**src/rtl/core/shi_pkg.sv**
```systemverilog
// ---------------------------------------------------------------------------
// shi_pkg: shared types for the hazard/issue pipeline model
// Instruction record held in every pipeline slot and the per-cycle result.
// ---------------------------------------------------------------------------
`default_nettype none

package shi_pkg;

  // Configuration register indexes
  localparam logic REG_EXEC_FWD = 1'b0;
  localparam logic REG_MEM_FWD  = 1'b1;

  // One instruction as it travels through fetch, decode, execute and memory
  typedef struct packed {
    logic       is_load;
    logic [7:0] dest_reg;
    logic       dest_used;
    logic [7:0] src_a_reg;
    logic       src_a_used;
    logic [7:0] src_b_reg;
    logic       src_b_used;
    logic       reads_flags;
    logic       writes_flags;
    logic       final_instr;
  } instr_t;

  // One simulated pipeline cycle
  typedef struct packed {
    logic [31:0] cycle_number;
    logic [3:0]  retired_now;
    logic [31:0] retired_total;
    logic        halted;
  } result_t;

endpackage

`default_nettype wire

```
**src/rtl/core/shi_front.sv**
```systemverilog
// ---------------------------------------------------------------------------
// shi_front: instruction intake
// Packs the incoming fields into an instruction record and buffers it in a
// two-entry queue so the back end can stall without blocking intake.
// ---------------------------------------------------------------------------
`default_nettype none

module shi_front
  import shi_pkg::*;
(
  input  wire logic       clk_i,
  input  wire logic       rst_ni,
  input  wire logic       push_i,
  output logic            full_o,
  input  wire logic       is_load_i,
  input  wire logic [7:0] dest_reg_i,
  input  wire logic       dest_used_i,
  input  wire logic [7:0] src_a_reg_i,
  input  wire logic       src_a_used_i,
  input  wire logic [7:0] src_b_reg_i,
  input  wire logic       src_b_used_i,
  input  wire logic       reads_flags_i,
  input  wire logic       writes_flags_i,
  input  wire logic       final_instr_i,
  output logic            valid_o,
  output instr_t          instr_o,
  input  wire logic       pop_i
);

  instr_t     mem_q [2];
  logic       wr_ptr_q, rd_ptr_q;
  logic [1:0] count_q;
  logic       do_push, do_pop;
  instr_t     rec;

  // Pack the transfer into a record
  always_comb begin
    rec.is_load      = is_load_i;
    rec.dest_reg     = dest_reg_i;
    rec.dest_used    = dest_used_i;
    rec.src_a_reg    = src_a_reg_i;
    rec.src_a_used   = src_a_used_i;
    rec.src_b_reg    = src_b_reg_i;
    rec.src_b_used   = src_b_used_i;
    rec.reads_flags  = reads_flags_i;
    rec.writes_flags = writes_flags_i;
    rec.final_instr  = final_instr_i;
  end

  assign full_o  = count_q[1];
  assign valid_o = (count_q != 2'd0);
  assign instr_o = mem_q[rd_ptr_q];
  assign do_push = push_i && !full_o;
  assign do_pop  = pop_i && valid_o;

  // Store entries
  always_ff @(posedge clk_i) begin
    if (do_push) begin
      mem_q[wr_ptr_q] <= rec;
    end
  end

  // Advance pointers and occupancy
  always_ff @(posedge clk_i or negedge rst_ni) begin
    if (!rst_ni) begin
      wr_ptr_q <= 1'b0;
      rd_ptr_q <= 1'b0;
      count_q  <= 2'd0;
    end else begin
      if (do_push) wr_ptr_q <= ~wr_ptr_q;
      if (do_pop)  rd_ptr_q <= ~rd_ptr_q;
      case ({do_push, do_pop})
        2'b10:   count_q <= count_q + 2'd1;
        2'b01:   count_q <= count_q - 2'd1;
        default: count_q <= count_q;
      endcase
    end
  end

endmodule

`default_nettype wire

```
**src/rtl/core/shi_res_q.sv**
```systemverilog
// ---------------------------------------------------------------------------
// shi_res_q: result queue
// Two-entry queue between the cycle engine and the result port.
// ---------------------------------------------------------------------------
`default_nettype none

module shi_res_q
  import shi_pkg::*;
(
  input  wire logic clk_i,
  input  wire logic rst_ni,
  input  wire logic push_i,
  input  result_t   data_i,
  output logic      full_o,
  output logic      empty_o,
  output result_t   data_o,
  input  wire logic pop_i
);

  result_t    mem_q [2];
  logic       wr_ptr_q, rd_ptr_q;
  logic [1:0] count_q;
  logic       do_push, do_pop;

  assign full_o  = count_q[1];
  assign empty_o = (count_q == 2'd0);
  assign data_o  = mem_q[rd_ptr_q];
  assign do_push = push_i && !full_o;
  assign do_pop  = pop_i && !empty_o;

  // Store entries
  always_ff @(posedge clk_i) begin
    if (do_push) begin
      mem_q[wr_ptr_q] <= data_i;
    end
  end

  // Advance pointers and occupancy
  always_ff @(posedge clk_i or negedge rst_ni) begin
    if (!rst_ni) begin
      wr_ptr_q <= 1'b0;
      rd_ptr_q <= 1'b0;
      count_q  <= 2'd0;
    end else begin
      if (do_push) wr_ptr_q <= ~wr_ptr_q;
      if (do_pop)  rd_ptr_q <= ~rd_ptr_q;
      case ({do_push, do_pop})
        2'b10:   count_q <= count_q + 2'd1;
        2'b01:   count_q <= count_q - 2'd1;
        default: count_q <= count_q;
      endcase
    end
  end

endmodule

`default_nettype wire

```
**src/rtl/core/shi_back.sv**
```systemverilog
// ---------------------------------------------------------------------------
// shi_back: pipeline cycle engine
// Holds the fetch/decode/execute/memory latches, places each instruction in
// fetch and steps whole pipeline cycles, one per clock while the result queue
// is not full, emitting one result per cycle.
// ---------------------------------------------------------------------------
`default_nettype none

module shi_back
  import shi_pkg::*;
#(
  parameter int unsigned SLOTS = 4
) (
  input  wire logic clk_i,
  input  wire logic rst_ni,
  input  wire logic cfg_we_i,
  input  wire logic cfg_idx_i,
  input  wire logic cfg_data_i,
  input  wire logic q_valid_i,
  input  instr_t    q_instr_i,
  output logic      q_pop_o,
  input  wire logic res_full_i,
  output logic      res_push_o,
  output result_t   res_data_o
);

  localparam int unsigned CW        = $clog2(SLOTS + 1);
  localparam int unsigned MaxCycles = 32;
  localparam int unsigned NW        = $clog2(MaxCycles + 1);

  typedef enum logic {ST_IDLE, ST_RUN} state_e;

  state_e          state_q;
  logic [NW-1:0]   n_q;
  logic            fin_mode_q, halt_seen_q;
  logic            exec_fwd_q, mem_fwd_q;
  logic [31:0]     cyc_q, ret_q;
  logic [SLOTS-1:0] fv_q, dv_q, ev_q, mv_q;
  instr_t          f_q [SLOTS];
  instr_t          d_q [SLOTS];
  instr_t          e_q [SLOTS];
  instr_t          m_q [SLOTS];

  logic            fwd, run_cond, do_insert, do_cycle, halted;
  logic [SLOTS-1:0] ins_sel, stall, issue, fv_d;
  instr_t          f_d [SLOTS];
  logic [CW-1:0]   moved;
  logic [3:0]      retired;

  function automatic logic hz(instr_t c, instr_t p);
    logic r;
    r = (c.reads_flags && p.writes_flags) ||
        (p.dest_used && ((c.src_a_used && c.src_a_reg == p.dest_reg) ||
                         (c.src_b_used && c.src_b_reg == p.dest_reg)));
    return r;
  endfunction

  assign fwd = exec_fwd_q && mem_fwd_q;

  // Loop condition of the current instruction's step
  assign run_cond = (n_q < NW'(MaxCycles)) && (fin_mode_q ? !halt_seen_q : (&fv_q));
  assign do_insert = (state_q == ST_IDLE) && q_valid_i;
  assign do_cycle  = (state_q == ST_RUN) && run_cond && !res_full_i;
  assign q_pop_o   = do_insert;
  assign res_push_o = do_cycle;

  // Pick the highest free fetch slot, just below the occupied ones
  always_comb begin
    logic above;
    above = 1'b1;
    for (int i = SLOTS - 1; i >= 0; i--) begin
      ins_sel[i] = !fv_q[i] && above;
      above      = above && fv_q[i];
    end
  end

  // Retire count and halt detect
  always_comb begin
    retired = 4'd0;
    halted  = 1'b0;
    for (int i = 0; i < SLOTS; i++) begin
      retired = retired + 4'(mv_q[i]);
      halted  = halted || (mv_q[i] && m_q[i].final_instr);
    end
  end

  // Hazards against the shifted execute (old decode), memory (old execute)
  // and older fetch entries
  always_comb begin
    for (int i = 0; i < SLOTS; i++) begin
      stall[i] = 1'b0;
      for (int k = 0; k < SLOTS; k++) begin
        if (dv_q[k] && (!fwd || d_q[k].is_load) && hz(f_q[i], d_q[k])) stall[i] = 1'b1;
        if (!fwd && ev_q[k] && hz(f_q[i], e_q[k])) stall[i] = 1'b1;
        if (k > i && fv_q[k] && hz(f_q[i], f_q[k])) stall[i] = 1'b1;
      end
      stall[i] = stall[i] && fv_q[i];
    end
  end

  // Issue from the top down until the first stalled slot
  always_comb begin
    logic go;
    go    = 1'b1;
    moved = '0;
    for (int i = SLOTS - 1; i >= 0; i--) begin
      go       = go && !stall[i];
      issue[i] = go;
      moved    = moved + CW'(go);
    end
  end

  // Shift the remaining fetch entries up by the issue count
  always_comb begin
    for (int i = 0; i < SLOTS; i++) begin
      fv_d[i] = 1'b0;
      f_d[i]  = f_q[i];
      for (int m = 0; m <= i; m++) begin
        if (moved == CW'(m)) begin
          fv_d[i] = fv_q[i - m];
          f_d[i]  = f_q[i - m];
        end
      end
    end
  end

  // Result of this cycle
  always_comb begin
    res_data_o.cycle_number  = cyc_q + 32'd1;
    res_data_o.retired_now   = retired;
    res_data_o.retired_total = ret_q + 32'(retired);
    res_data_o.halted        = halted;
  end

  // Slot payloads
  always_ff @(posedge clk_i) begin
    if (do_insert) begin
      for (int i = 0; i < SLOTS; i++) begin
        if (ins_sel[i]) f_q[i] <= q_instr_i;
      end
    end else if (do_cycle) begin
      for (int i = 0; i < SLOTS; i++) begin
        m_q[i] <= e_q[i];
        e_q[i] <= d_q[i];
        d_q[i] <= f_q[i];
        f_q[i] <= f_d[i];
      end
    end
  end

  // Sequencer, valid bits, counters and registers
  always_ff @(posedge clk_i or negedge rst_ni) begin
    if (!rst_ni) begin
      state_q     <= ST_IDLE;
      n_q         <= '0;
      fin_mode_q  <= 1'b0;
      halt_seen_q <= 1'b0;
      exec_fwd_q  <= 1'b0;
      mem_fwd_q   <= 1'b0;
      cyc_q       <= 32'd0;
      ret_q       <= 32'd0;
      fv_q        <= '0;
      dv_q        <= '0;
      ev_q        <= '0;
      mv_q        <= '0;
    end else begin
      if (cfg_we_i) begin
        case (cfg_idx_i)
          REG_EXEC_FWD: exec_fwd_q <= cfg_data_i;
          REG_MEM_FWD:  mem_fwd_q  <= cfg_data_i;
          default:      exec_fwd_q <= exec_fwd_q;
        endcase
      end
      case (state_q)
        ST_IDLE: begin
          if (do_insert) begin
            fv_q        <= fv_q | ins_sel;
            fin_mode_q  <= q_instr_i.final_instr;
            halt_seen_q <= 1'b0;
            n_q         <= '0;
            state_q     <= ST_RUN;
          end
        end
        ST_RUN: begin
          if (!run_cond) begin
            state_q <= ST_IDLE;
          end else if (do_cycle) begin
            mv_q        <= ev_q;
            ev_q        <= dv_q;
            dv_q        <= fv_q & issue;
            fv_q        <= fv_d;
            cyc_q       <= res_data_o.cycle_number;
            ret_q       <= res_data_o.retired_total;
            halt_seen_q <= halted;
            n_q         <= n_q + NW'(1);
          end
        end
        default: state_q <= ST_IDLE;
      endcase
    end
  end

endmodule

`default_nettype wire

```
**src/rtl/core/superscalar_hazard_issue.sv**
```systemverilog
// ---------------------------------------------------------------------------
// superscalar_hazard_issue: in-order superscalar interlock model
// Accepts one instruction per transfer and emits one result per simulated
// pipeline cycle.
//
//   channel   handshake        payload
//   input     push / full      is_load_i .. final_instr_i
//   result    empty / pop      cycle_number_o, retired_now_o,
//                              retired_total_o, halted_o
//   config    cfg_we_i         cfg_idx_i, cfg_data_i
//
// Each instruction is first placed in fetch, then triggers 0 to 32 simulated
// pipeline cycles, while fetch is full or, for a final instruction, until
// a halt is seen; its step then closes with a return to idle.
// Reset clears all valid bits, counters and forwarding enables.
// A full result queue stalls the engine; the two-entry input queue keeps
// taking transfers meanwhile until it is full.
// ---------------------------------------------------------------------------
`default_nettype none

module superscalar_hazard_issue
  import shi_pkg::*;
#(
  parameter int unsigned SLOTS = 4
) (
  input  wire logic        clk_i,
  input  wire logic        rst_ni,
  input  wire logic        cfg_we_i,
  input  wire logic        cfg_idx_i,
  input  wire logic        cfg_data_i,
  input  wire logic        push,
  output logic             full,
  input  wire logic        is_load_i,
  input  wire logic [7:0]  dest_reg_i,
  input  wire logic        dest_used_i,
  input  wire logic [7:0]  src_a_reg_i,
  input  wire logic        src_a_used_i,
  input  wire logic [7:0]  src_b_reg_i,
  input  wire logic        src_b_used_i,
  input  wire logic        reads_flags_i,
  input  wire logic        writes_flags_i,
  input  wire logic        final_instr_i,
  output logic             empty,
  input  wire logic        pop,
  output logic [31:0]      cycle_number_o,
  output logic [3:0]       retired_now_o,
  output logic [31:0]      retired_total_o,
  output logic             halted_o
);

  logic    q_valid, q_pop, res_full, res_push;
  instr_t  q_instr;
  result_t res_in, res_out;

  shi_front u_front (
    .clk_i          (clk_i),
    .rst_ni         (rst_ni),
    .push_i         (push),
    .full_o         (full),
    .is_load_i      (is_load_i),
    .dest_reg_i     (dest_reg_i),
    .dest_used_i    (dest_used_i),
    .src_a_reg_i    (src_a_reg_i),
    .src_a_used_i   (src_a_used_i),
    .src_b_reg_i    (src_b_reg_i),
    .src_b_used_i   (src_b_used_i),
    .reads_flags_i  (reads_flags_i),
    .writes_flags_i (writes_flags_i),
    .final_instr_i  (final_instr_i),
    .valid_o        (q_valid),
    .instr_o        (q_instr),
    .pop_i          (q_pop)
  );

  shi_back #(
    .SLOTS (SLOTS)
  ) u_back (
    .clk_i      (clk_i),
    .rst_ni     (rst_ni),
    .cfg_we_i   (cfg_we_i),
    .cfg_idx_i  (cfg_idx_i),
    .cfg_data_i (cfg_data_i),
    .q_valid_i  (q_valid),
    .q_instr_i  (q_instr),
    .q_pop_o    (q_pop),
    .res_full_i (res_full),
    .res_push_o (res_push),
    .res_data_o (res_in)
  );

  shi_res_q u_res_q (
    .clk_i   (clk_i),
    .rst_ni  (rst_ni),
    .push_i  (res_push),
    .data_i  (res_in),
    .full_o  (res_full),
    .empty_o (empty),
    .data_o  (res_out),
    .pop_i   (pop)
  );

  assign cycle_number_o  = res_out.cycle_number;
  assign retired_now_o   = res_out.retired_now;
  assign retired_total_o = res_out.retired_total;
  assign halted_o        = res_out.halted;

  // Engine never pushes into a full result queue
  a_no_push_full: assert property (@(posedge clk_i) disable iff (!rst_ni)
    res_push |-> !res_full) else $error("result pushed while queue full");

  // Engine never pops an empty intake queue
  a_no_pop_empty: assert property (@(posedge clk_i) disable iff (!rst_ni)
    q_pop |-> q_valid) else $error("intake popped while empty");

  // A halting cycle always retires something
  a_halt_retires: assert property (@(posedge clk_i) disable iff (!rst_ni)
    (!empty && halted_o) |-> (retired_now_o != 4'd0))
    else $error("halt reported without retirement");

endmodule

`default_nettype wire
```
**config.mk**
```make
export PLATFORM = sky130hd
export DESIGN_NAME = superscalar_hazard_issue
export DESIGN_NICKNAME = d
export VERILOG_FILES = /design/src/rtl/core/shi_pkg.sv /design/src/rtl/core/shi_front.sv /design/src/rtl/core/shi_res_q.sv /design/src/rtl/core/shi_back.sv /design/src/rtl/core/superscalar_hazard_issue.sv
export SDC_FILE = /design/constraint.sdc
export NUM_CORES = 1
export LEC_CHECK = 0
export BUFFER_PORTS_ARGS = -buffer_cell sky130_fd_sc_hd__buf_2
export CAP_MARGIN = 30
export CORE_MARGIN = 2
export CORE_UTILIZATION = 35
export DETAILED_ROUTE_END_ITERATION = 8
export PLACE_DENSITY = 0.52
export SLEW_MARGIN = 20
export SYNTH_ARGS = -nofsm -noshare
export SYNTH_HDL_FRONTEND = slang
export SYNTH_SLANG_ARGS = --single-unit
```
**constraint.sdc**
```tcl
create_clock -name clk_i -period 6.2 [get_ports clk_i]
set_input_delay 0.93 -clock clk_i [delete_from_list [all_inputs] [get_ports clk_i]]
set_output_delay 0.93 -clock clk_i [all_outputs]
set_load 0.005 [all_outputs]
```
# After elaboration in Yosys (flattened, before gate mapping)
# Memories as Yosys holds them, arrays and structs flattened.
# Cells that the tools add are included.
# totals
regBits,99
ramBits,696
output_inout_bits,71
mem_count,6
# memory_table
name,depth,word_bits,rd,rd_ports_with_merged_regs,wr,line_no,rtl
u_res_q.mem_q,2,69,1,0,1,shi_res_q.sv:20,result_t mem_q [2];
u_back.d_q,4,31,4,0,4,shi_back.sv:40,instr_t d_q [SLOTS];
u_back.e_q,4,31,4,0,4,shi_back.sv:41,instr_t e_q [SLOTS];
u_back.f_q,4,31,4,0,4,shi_back.sv:39,instr_t f_q [SLOTS];
u_back.m_q,4,31,4,0,4,shi_back.sv:42,instr_t m_q [SLOTS];
u_front.mem_q,2,31,1,0,1,shi_front.sv:30,instr_t mem_q [2];
# op_classes
addsub,13
order_cmp,1
eq_ne,90
muxes,92
bitwise,12
n_reduce_logical,334
# ops
cell,n
$eq A8 B8 Y1,76
$mux W31,10
$logic_and A1 B1 Y1,223
$logic_or A1 B1 Y1,83
$mux W1,70
$add A32 B1 Y32 const B,1
$add A32 B4 Y32,1
$reduce_and A4 Y1,5
$mux W6,3
$logic_not A1 Y1,13
$mux W4,3
$pmux W6 S2,1
$add A4 B1 Y4,2
$pmux W2 S2,2
$pmux W4 S2,1
$add A3 B1 Y3,2
$add A6 B1 Y6 const B,1
$eq A3 B2 Y1 const B,2
$lt A6 B6 Y1 const B,1
$ne A2 B2 Y1 const B,3
$not A1 Y1,6
$reduce_and A2 Y1,3
$reduce_and A3 Y1,2
$reduce_bool A2 Y1,3
other kinds (16),25

# Logic depth before layout (Yosys ltp)
# An unclocked memory read counts as a cell.
# logic_depth
word_depth,30
depth_mapped,19
mapped_depth_nobuf,16

# Cells and area by module
# A second synthesis with hierarchy kept.
# hier_totals
hier_cells,2575
area_unflattened_um2,29738.5
# by_module_without_submodules
module,instances,cells_per_inst,area_per_inst_um2,seq_area_each_um2
shi_back,1,2229,21659.5,8883.5
shi_res_q,1,232,5519.0,4244.1
shi_front,1,114,2560.0,1961.9

# Worst setup path after synthesis
# OpenSTA, ideal clock, no wires.
# synth_timing
kind,register to register
from,register u_back.ev_q[1] (netlist name)
to,"memory u_back.f_q[0][62] (netlist bit), enable pin"
t_arrival_ns,5.086
t_required_ns,5.762
setup_slack_ns,0.676
stages_incl_launch_ff,16
n_path_buf,2
cell_sequence,dfrtp_1 > a22o_1 > a32o_1 > or3_1 > a221oi_1 > nand4_1 > o21ai_2 > nand2b_1 > inv_1 > fa_1 > ha_1 > nand2b_1 > or2_2 > clkbuf_1 > clkbuf_1 > a31oi_1
# synth_rtl
element,line_no
end: declaration,shi_back.sv:39

==> impl_metrics.py <==
metrics = {
    "final_layout": {
        "final_common_cell": "edfxtp_1",
        "drive_gt1_share_pct": 15.58,
        "area_growth_pct": 11.58,
        "num-fill-cells": 7891,
        "fin_area_um2": 32460,
        "mostFrequentLayoutCells": "edfxtp_1, xnor2_1, xor2_1",
        "final_util_pct": 39.48,
        "nets": 2601,
    },
    "worst_setup_path": {
        "cp_data_arrival_time_ps": 5890,
        "endpoint_kind": "register",
        "critPathKind": "register to register",
        "cp-start-kind": "register",
        "worstSetupStartpoint": "u_back.mem_fwd_q",
        "regToRegEndpoint": "u_back.f_q[0][84]",
        "path_cells": "nand2_1 -> o211ai_2 -> nor4_1 -> a211oi_1 -> or3b_1 -> o21ai_2 -> nand2b_1 -> inv_1 -> fa_2 -> ha_1 -> nand2b_2 -> or2_2 -> a31oi_4 -> buf_4",
        "slowest_delay_ps": 570,
        "critical_path_required_ps": 6460,
        "path_max_fanout": 34,
        "reg2regPathDepth": 14,
        "r2r_start": "u_back.mem_fwd_q",
        "crit_slowest_cell": "or2_2",
        "endpoint": "u_back.f_q[0][84]",
        "r2r_setup_slack_ps": 570,
    },
    "cts": {
        "cts_tree": "done",
        "h-tree-depth": 2,
        "path_clk_slew_ps": 60,
        "cts-hold-fix-buffers": 0,
        "clk_latency_ps": 660,
        "cts_resized": 0,
        "numCtsBuffers": 58,
        "cts_root_buffer": "clkbuf_16",
        "clock_sinks": 517,
        "clockBufferDepth": 3,
        "postCtsSetupBuffers": 0,
    },
    "place": {
        "postPlaceCellArea_um2": 30500,
        "pre_cts_slack_ps": 612.8,
        "dp_hpwl_um": 63570,
        "gp_congestion": 1.011,
        "io_buffers": 107,
    },
    "power": {
        "leakage_nw": 11.68,
        "peakVddDrop_mv": 0.9620,
        "powerDensity_nw_per_um2": 595.3,
    },
    "sta": {
        "hold_viol_final": 0,
        "worstMarginPinSlew_ps": 1199,
        "slew_violations": 0,
        "fin_crit_sh_pct": 90.83,
        "fmax_mhz": 177.6,
        "setup_slack_ps": 568.6,
        "holdWs_ps": 283.9,
        "maxSlewHeadroom_pct": 20.09,
        "finalSetupViolCount": 0,
        "grt_setup_unrepaired": "false",
        "clock_skew_ps": 65.78,
        "period_needed_ps": 5631,
        "tns_ps": 0,
    },
    "routing": {
        "viasPerCell": 5.478,
        "finalWirelength_um": 92830,
        "vias": 20110,
        "dr.pass1.iters": 6,
        "ant_nets": 0,
        "drt_iter0_drc": 1968,
        "drc": 0,
        "avgRoutedWirePerCell_um": 25.29,
    },
    "synth": {
        "async_flop_share_pct": 19.15,
        "synth-seq-cells": 517,
        "syn_area_um2": 29100,
        "ys_seq_area_share_pct": 51.66,
        "avgSynthCellArea_um2": 11.37,
        "synth_area_leaders": "edfxtp_1, xnor2_1, xor2_1",
        "syn_inst": 2558,
        "syn_nets": 2609,
        "synth_ff_type": "edfxtp_1",
        "yosysWarnings": 0,
        "synth-edff-count": 418,
        "yosys.area.top_type": "edfxtp_1",
        "ys_types": 74,
        "synth_top_area_share_pct": 43.14,
    },
    "global_route": {
        "antenna_found_initial": 2,
        "grt_pass1_wl_um": 137100,
        "overflow": 0,
        "gr-usage-met2_pct": 32.86,
        "busiest_layer": "met2",
        "grt_usage_pct": 21.47,
        "grt.met1_usage_pct": 28.96,
        "first_global_vias": 20180,
        "grt_max_degree": 98,
        "globalRouteMet3Util_pct": 4.143,
    },
    "floorplanning": {
        "die_area_um2": 85450,
        "dieHeight_um": 292.3,
        "die_w_um": 292.3,
        "pin_count": 109,
        "start_util_pct": 35.38,
        "coreArea_um2": 82240,
        "rows": 105,
    },
    "run": {
        "drv_cap": 0,
    },
    "status": {
        "outcome": "completed",
    },
    "worst_hold_path": {
        "worstHoldPathType": "input pin to async pin",
    },
}
==> where the power goes <==
part           internal (mW)  switching (mW)  leakage, nW
logic                   3.52            4.77         5.59
registers               5.23            2.42         5.18
clock network           1.93            1.46        0.917
==> synth_stat cells (3+ instances only) <==
library cell / n
nor3_1: 32
o21a_1: 4
buf_1: 20
or2_2: 3
dfrtp_1: 99
and2_1: 10
a21boi_0: 4
nand2_1: 224
or3_1: 5
ha_1: 10
o22ai_1: 4
nor3_2: 3
a211oi_1: 4
and3_1: 18
a21oi_1: 10
nor2_1: 137
a22oi_1: 3
a22o_1: 32
mux2i_1: 34
inv_1: 17
o21ai_0: 40
xnor2_1: 385
nand3b_1: 4
nand2b_1: 3
mux2_2: 100
a31oi_1: 36
nand4_1: 101
clkbuf_1: 87
nor4_1: 95
nand3_1: 73
fa_1: 3
buf_2: 135
nor2b_1: 3
xor2_1: 355
edfxtp_1: 418
==> critical path, delay by kind of cell, from the launching register on <==
| family | cells | cell delay [ps] |
|---|---|---|
| AO/OA/AOI/OAI | 4 | 1580 |
| adder cells (fa/ha/maj) | 2 | 560 |
| AND/OR/NAND/NOR | 6 | 2080 |
| buffers and inverters | 2 | 560 |
| flip-flops | 1 | 440 |
==> final cells by class <==
cell class                 count  area [um^2]  area share [%]
clock inverter                34        307.8          0.9481
antenna                        1        2.502        0.007708
clock buffer                  76         1579           4.864
inverter                      18        72.57          0.2235
tap                         1070         1339           4.124
multi-input combinational   1779        12990           40.00
timing repair buffer         176         1146           3.530
sequential                   517        15030           46.30
==> logic make-up after synthesis <==
kind of cell	synth area share, %
adders and majority gates	0.6365
buffers and inverters	3.978
AOI/OAI and AO/OA	3.939
DFF	51.66
xor gates and xnor gates	22.28
and+or+nand+nor	12.46
muxes	5.040
other	0.01289
==> worst min-delay path by stage <==
stage	cells past startpoint	to
after floorplan	0	u_back.d_q[3][0]
after global placement	0	u_back.m_q[3][0]
after detailed placement	0	u_back.e_q[3][0]
after CTS	1	u_front.count_q[1]
after global routing	1	u_front.count_q[1]
final	1	u_front.count_q[1]
==> state kept, by name, summed over array words and instances (netlist names), 4 cells and up <==
name	flops
u_back.cyc_q	32
u_back.d_q	48
u_back.dv_q	4
u_back.e_q	44
u_back.ev_q	4
u_back.f_q	124
u_back.fv_q	4
u_back.m_q	4
u_back.mv_q	4
u_back.n_q	6
u_back.ret_q	32
u_front.mem_q	62
u_res_q.mem_q	136
==> through the flow <==
step,power [mW],instances
after floorplan,12.89,2558
after global placement,15.71,3553
after detailed placement,15.89,3556
after CTS,19.35,3666
after global routing,20.39,3670
final,19.32,3671
==> metal layers <==
metal  vias up  share of wire (%)
met5         -              0.014
met4         2                5.5
met2       947                 44
li1       8906                  -
met1      9976                 42
met3       279                8.2
Power figures use the tool's default switching activity.
